--- config.mk ---
export PLATFORM = sky130hd
export DESIGN_NAME = fts_ctrl
export DESIGN_NICKNAME = d
export VERILOG_FILES = /design/src/rtl/function_timing_stats_table_top_defines.svh /design/src/rtl/fts_pkg.sv /design/src/rtl/fts_ctrl.sv
export SDC_FILE = /design/constraint.sdc
export NUM_CORES = 1
export LEC_CHECK = 0
export CORE_AREA = 2 2 39 41
export DETAILED_ROUTE_END_ITERATION = 7
export DIE_AREA = 0 0 41 43
export DONT_BUFFER_PORTS = 1
export HOLD_SLACK_MARGIN = 0.02
export REMOVE_ABC_BUFFERS = 1
export SLEW_MARGIN = 10
export SYNTH_ARGS = -nofsm -noshare
export SYNTH_HDL_FRONTEND = slang
export SYNTH_SLANG_ARGS = --single-unit
export TNS_END_PERCENT = 1
--- constraint.sdc ---
create_clock -name clk -period 1.9 [get_ports clk]
set_input_delay 0.095 -clock clk [delete_from_list [all_inputs] [get_ports clk]]
set_output_delay 0.095 -clock clk [all_outputs]
set_load 0.02 [all_outputs]
--- src/rtl/function_timing_stats_table_top_defines.svh ---
// assertion macros for the function timing stats table
// used by function_timing_stats_table_top; expects clk and rst_n in scope
`ifndef FUNCTION_TIMING_STATS_TABLE_TOP_DEFINES_SVH
`define FUNCTION_TIMING_STATS_TABLE_TOP_DEFINES_SVH

// same-cycle implication, disabled while in reset
`define FTS_ASSERT_IMM(lbl, ante, cons, msg) \
  lbl: assert property (@(posedge clk) disable iff (!rst_n) (ante) |-> (cons)) \
    else $error(msg);

// next-cycle implication, disabled while in reset
`define FTS_ASSERT_NXT(lbl, ante, cons, msg) \
  lbl: assert property (@(posedge clk) disable iff (!rst_n) (ante) |=> (cons)) \
    else $error(msg);

`endif

--- src/rtl/fts_pkg.sv ---
// shared types, constants and helpers for the function timing stats table
// no dependencies; used by all rtl modules of the block except fts_ram
`timescale 1ns / 1ps

package fts_pkg;

  localparam int NUM_FUNCS_DEF = 256;
  localparam int TS_W          = 64;
  localparam int CNT_W         = 32;
  localparam int FI_W          = 8;
  localparam int IDX_EXT_W     = 16;
  localparam int IN_DATA_W     = 72;
  localparam int OUT_DATA_W    = 328;
  localparam int PAIR_SHIFT    = 1;   // divide by two call events per pair

  localparam logic [CNT_W-1:0] SAMPLE_LIMIT_RST = 32'd1000;

  typedef enum logic {
    EV_ENTRY = 1'b0,
    EV_EXIT  = 1'b1
  } ev_kind_t;

  typedef enum logic [2:0] {
    ST_CLEAR,
    ST_IDLE,
    ST_READ,
    ST_CALC,
    ST_DONE
  } state_t;

  // one table row per function
  typedef struct packed {
    logic [CNT_W-1:0] deact_cnt;
    logic [CNT_W-1:0] call_cnt;
    logic [TS_W-1:0]  sum_time;
    logic [TS_W-1:0]  max_dur;
    logic [TS_W-1:0]  min_dur;
    logic [TS_W-1:0]  start_time;
  } row_t;

  typedef struct packed {
    logic clear_step;
    logic load_in;
    logic latch_row;
    logic calc;
    logic commit;
  } fts_cmd_t;

  typedef struct packed {
    logic clear_last;
  } fts_stat_t;

  function automatic logic [CNT_W-1:0] sat_inc32(input logic [CNT_W-1:0] v);
    sat_inc32 = (v == '1) ? v : v + 32'd1;
  endfunction

endpackage

--- src/rtl/fts_ctrl.sv ---
// controller state machine: table clear after reset, then read, calc, commit per event
// depends on fts_pkg
`timescale 1ns / 1ps

module fts_ctrl (
  input  logic              clk,
  input  logic              rst_n,
  input  logic              in_tvalid,
  output logic              in_tready,
  output logic              out_tvalid,
  input  logic              out_tready,
  input  fts_pkg::fts_stat_t stat,
  output fts_pkg::fts_cmd_t  cmd
);

  fts_pkg::state_t state_r, state_nxt;
  logic            out_valid_r, out_valid_nxt;

  always_ff @(posedge clk) begin
    if (!rst_n) begin
      state_r     <= fts_pkg::ST_CLEAR;
      out_valid_r <= 1'b0;
    end else begin
      state_r     <= state_nxt;
      out_valid_r <= out_valid_nxt;
    end
  end

  always_comb begin
    state_nxt = state_r;
    cmd       = '0;
    in_tready = 1'b0;
    case (state_r)
      fts_pkg::ST_CLEAR: begin
        cmd.clear_step = 1'b1;
        if (stat.clear_last) begin
          state_nxt = fts_pkg::ST_IDLE;
        end
      end
      fts_pkg::ST_IDLE: begin
        in_tready = 1'b1;
        if (in_tvalid) begin
          cmd.load_in = 1'b1;
          state_nxt   = fts_pkg::ST_READ;
        end
      end
      fts_pkg::ST_READ: begin
        cmd.latch_row = 1'b1;
        state_nxt     = fts_pkg::ST_CALC;
      end
      fts_pkg::ST_CALC: begin
        cmd.calc  = 1'b1;
        state_nxt = fts_pkg::ST_DONE;
      end
      fts_pkg::ST_DONE: begin
        // hold until the output register is free
        if (!out_valid_r || out_tready) begin
          cmd.commit = 1'b1;
          state_nxt  = fts_pkg::ST_IDLE;
        end
      end
      default: begin
        state_nxt = fts_pkg::ST_CLEAR;
      end
    endcase
    out_valid_nxt = cmd.commit | (out_valid_r & ~out_tready);
  end

  assign out_tvalid = out_valid_r;

endmodule

Word level (Yosys, flattened, before mapping)
Index checks and enable logic that the tools add are counted.
{"block": "op_classes", "eq_ne": 7, "n_bitwise": 3, "n_mux": 12, "reduce_logical": 4}
{"operator": "one-hot mux 3 bit (5 select lines)", "n": 1}
{"operator": "two-way mux 3 bit", "n": 3}
{"operator": "two-way mux 1 bit", "n": 8}
{"operator": "equality test 3 x 2 -> 1 bit (second input constant)", "n": 2}
{"operator": "inequality test 2 bit (second input constant)", "n": 3}
{"operator": "equality test 3 x 1 -> 1 bit (second input constant)", "n": 1}
{"operator": "equality test 3 bit (second input constant)", "n": 1}
{"operator": "logical NOT 3 bit", "n": 1}
{"operator": "AND reduction 3 bit", "n": 1}
{"operator": "AND 1 bit", "n": 1}
{"operator": "logical NOT 1 bit", "n": 1}
{"operator": "logical OR 1 bit", "n": 1}
{"operator": "inverter 1 bit", "n": 1}
{"operator": "OR 1 bit", "n": 1}
{"block": "word_totals", "output_inout_bits": 7, "ff_bits": 4, "inputBits": 5}

Depth between registers and ports, before layout
{"block": "logic_depth", "word_depth": 5, "depth_mapped": 4, "depth_no_buf": 3}

Worst setup path after synthesis
No wires, ideal clock.
{"block": "synth_path", "kind": "reg2out", "from": "register state_r[1]", "to": "output cmd[0] (netlist bit)", "arrival_ps": 1044, "path_buffers": 1, "path_stages_with_launch": 4, "path_slack_ps": 761, "required_time_ps": 1805, "cell_sequence": "dfxtp_1 buf_4 nor3b_2 nor2b_1"}
{"element": "from (decl)", "line_no": "fts_ctrl.sv:16", "source": "fts_pkg::state_t state_r, state_nxt;"}
{"element": "from (signal assigned)", "line_no": "fts_ctrl.sv:21", "source": "state_r <= fts_pkg::ST_CLEAR;"}
{"element": "from (signal assigned)", "line_no": "fts_ctrl.sv:24", "source": "state_r <= state_nxt;"}
{"element": "to (decl)", "line_no": "fts_ctrl.sv:13", "source": "output fts_pkg::fts_cmd_t cmd"}

==> out/qor.csv <==
metric;value;unit
crit_start;state_r[2];
port-buffer-count;0;
synthTopCellsByArea;dfxtp_1 36%, nor2b_1 11%, nor3_1 6.8%, nor3b_1 6.8%, nor3b_2 5.6%;
status;finished, final reports clean;
hold_end;state_r[1];
grt.total_usage;0.0592;
die-area;1760;um^2
p_total;234;uW
yosysTopAreaCell;dfxtp_1;
critPathRequiredTime;1.80;ns
dr.pass1.iters;1;
rsz0062_at_grt;no;
worstHoldPathType;in2reg;
crit_type;reg2out;
maxSlewHeadroom;0.577;
startpoint_type;flip-flop;
grt_pass1_vias;165;
avgRoutedWirePerCell;9.93;um
fin_setup_tns;0;ns
ant_nets;0;
rows;14;
maxSlewViolCount;0;
min_period;1.43;ns
r2r-end;state_r[0];
drc;0;
r2r.worst_path.cells;3;
finalSetupViolations;0;
overflow;0;
ys_seq_area_frac;0.362;
p_leak;0.110;nW
cp-end-kind;output port;
ys_seq_elements;4;
gp_congestion;0.617;
cp_max_fo;7;
clock.fmax;0.698;GHz
grt_pass1_wl;586;um
dp_hpwl;353;um
io_pins;12;
wl_met2;233;um
synth.avg_cell_area;8.86;um^2
cts_hold_buf;1;
cp.arrival;1.34;ns
drt-vias-per-instance;4.18;
nNetsFinal;36;
ys_types;15;
synth_top_cell_area_share;0.362;
rrSetupSlack;0.82;ns
syn_area;221;um^2
fp.dieW;41;um
clock_latency;0.23;ns
top_layer;met3;
die_h;43;um
dr_wl_met3;59;um
start_util;0.160;
max_cap_violations;0;
layout-drive-gt1-share;0.172;
holdPathStages;1;
hold_viol_final;0;
p_per_area;853;nW/um^2
finalCritPeriodShare;0.754;
n_fill_cell;162;
cts-resized-gates;0;
cts_sinks;4;
met1_length;154;um
htree_num_levels;1;
yosys_warnings;0;
grt_max_degree;10;
diodes;0;
clk_path_buf_depth;2;
root_buffer;clkbuf_4;
hp-start;rst_n;
path_cells;nor3b_2 -> nor2b_1;
area_delta_synth_final;23.7;%
cts_tree;yes;
seqCellArea;80.1;um^2
max_stage_delay;0.40;ns
antenna_found_initial;0;
finalClockSkew;0.000282;ns
core;1380;um^2
slowest_stage;dfxtp_1;
synthCells;25;
cts_made_buffers;3;
worstMarginPinSlew;0.630;ns
multiInputGateArea;134;um^2
path_clk_slew;0.04;ns
drt_iter0_markers;0;
vias;188;
timing.rr.start;state_r[2];
routed_wl;447;um
peakVddDrop;172;uV
post_cts_buffers;0;
-- synthesized netlist by cell type, drive strengths merged --
master / instances
a21oi: 1
and2b: 1
and3b: 1
buf: 1
dfxtp: 4
mux2i: 1
nand2: 1
nand2b: 1
nor2: 2
nor2b: 4
nor3: 3
nor3b: 3
o21a: 1
o311a: 1
-- layer usage --
metal	track usage	vias to the layer above
li1	-	96
met5	0	-
met4	0.100	0
met2	0.0781	6
met3	0.0366	0
met1	0.0386	86
-- cells by family (layout without fill, tap and decap cells) --
group	after synthesis	count (layout)	synth area share
muxes	1	1	0.0452
DFF	4	4	0.362
AOI/OAI and AO/OA	3	3	0.102
buffers and inverters	1	5	0.0339
and+or+nand+nor	16	16	0.458
-- stage by stage --
step	instance area, um^2	setup WS (ns)	cells	hold slack (ns)	util
after global routing	274	0.400	45	0.0201	0.198
after floorplan	214	0.787	24	0.213	-
after CTS	274	0.445	45	0.0202	0.198
after detailed placement	241	0.702	41	0.223	0.175
after global placement	241	0.714	41	0.227	0.175
final	274	0.467	45	0.0326	0.198
-- sequential cells by signal (all words and copies together) (netlist names) --
signal and cells:
state_r 3, out_tvalid 1
-- cell usage in the layout (no fill, tap or decap) --
cell type | netlist | layout
a21oi_1 | 1 | 1
and2b_1 | 1 | 1
and3b_1 | 1 | 1
buf_4 | 1 | 1
clkbuf_4 | 0 | 3
dfxtp_1 | 4 | 4
dlygate4sd3_1 | 0 | 1
mux2i_1 | 1 | 1
nand2_1 | 1 | 1
nand2b_1 | 1 | 1
nor2_1 | 2 | 2
nor2b_1 | 4 | 4
nor3_1 | 3 | 3
nor3b_1 | 2 | 2
nor3b_2 | 1 | 1
o21a_1 | 1 | 1
o311a_1 | 1 | 1
-- worst max path at each step --
stage / to / slack, ns / depth (start not counted)
detailed placement: cmd[0] / 0.70 / 2
finish: cmd[0] / 0.47 / 2
global route: cmd[0] / 0.40 / 2
global placement: cmd[0] / 0.71 / 2
CTS: cmd[0] / 0.45 / 2
floorplan: cmd[0] / 0.79 / 2
-- critical path: cells and delay by family (launching register included) --
family           cells  cell delay, ns
flip-flops           1            0.40
AND/OR/NAND/NOR      2            0.71
-- power breakdown --
group	leakage, nW	switching (mW)	internal [mW]	total (mW)
Sequential	0.0326	0.00823	0.0887	0.0969
Combinational	0.0640	0.0213	0.0139	0.0352
Clock	0.0138	0.0312	0.0704	0.102
-- cell type report --
type                       instances  area share
clock buffer                       3      0.0822
multi-input combinational         20       0.489
sequential                         4       0.292
tap                               16      0.0731
timing repair buffer               2      0.0639
(Power assumes the default switching activity.)
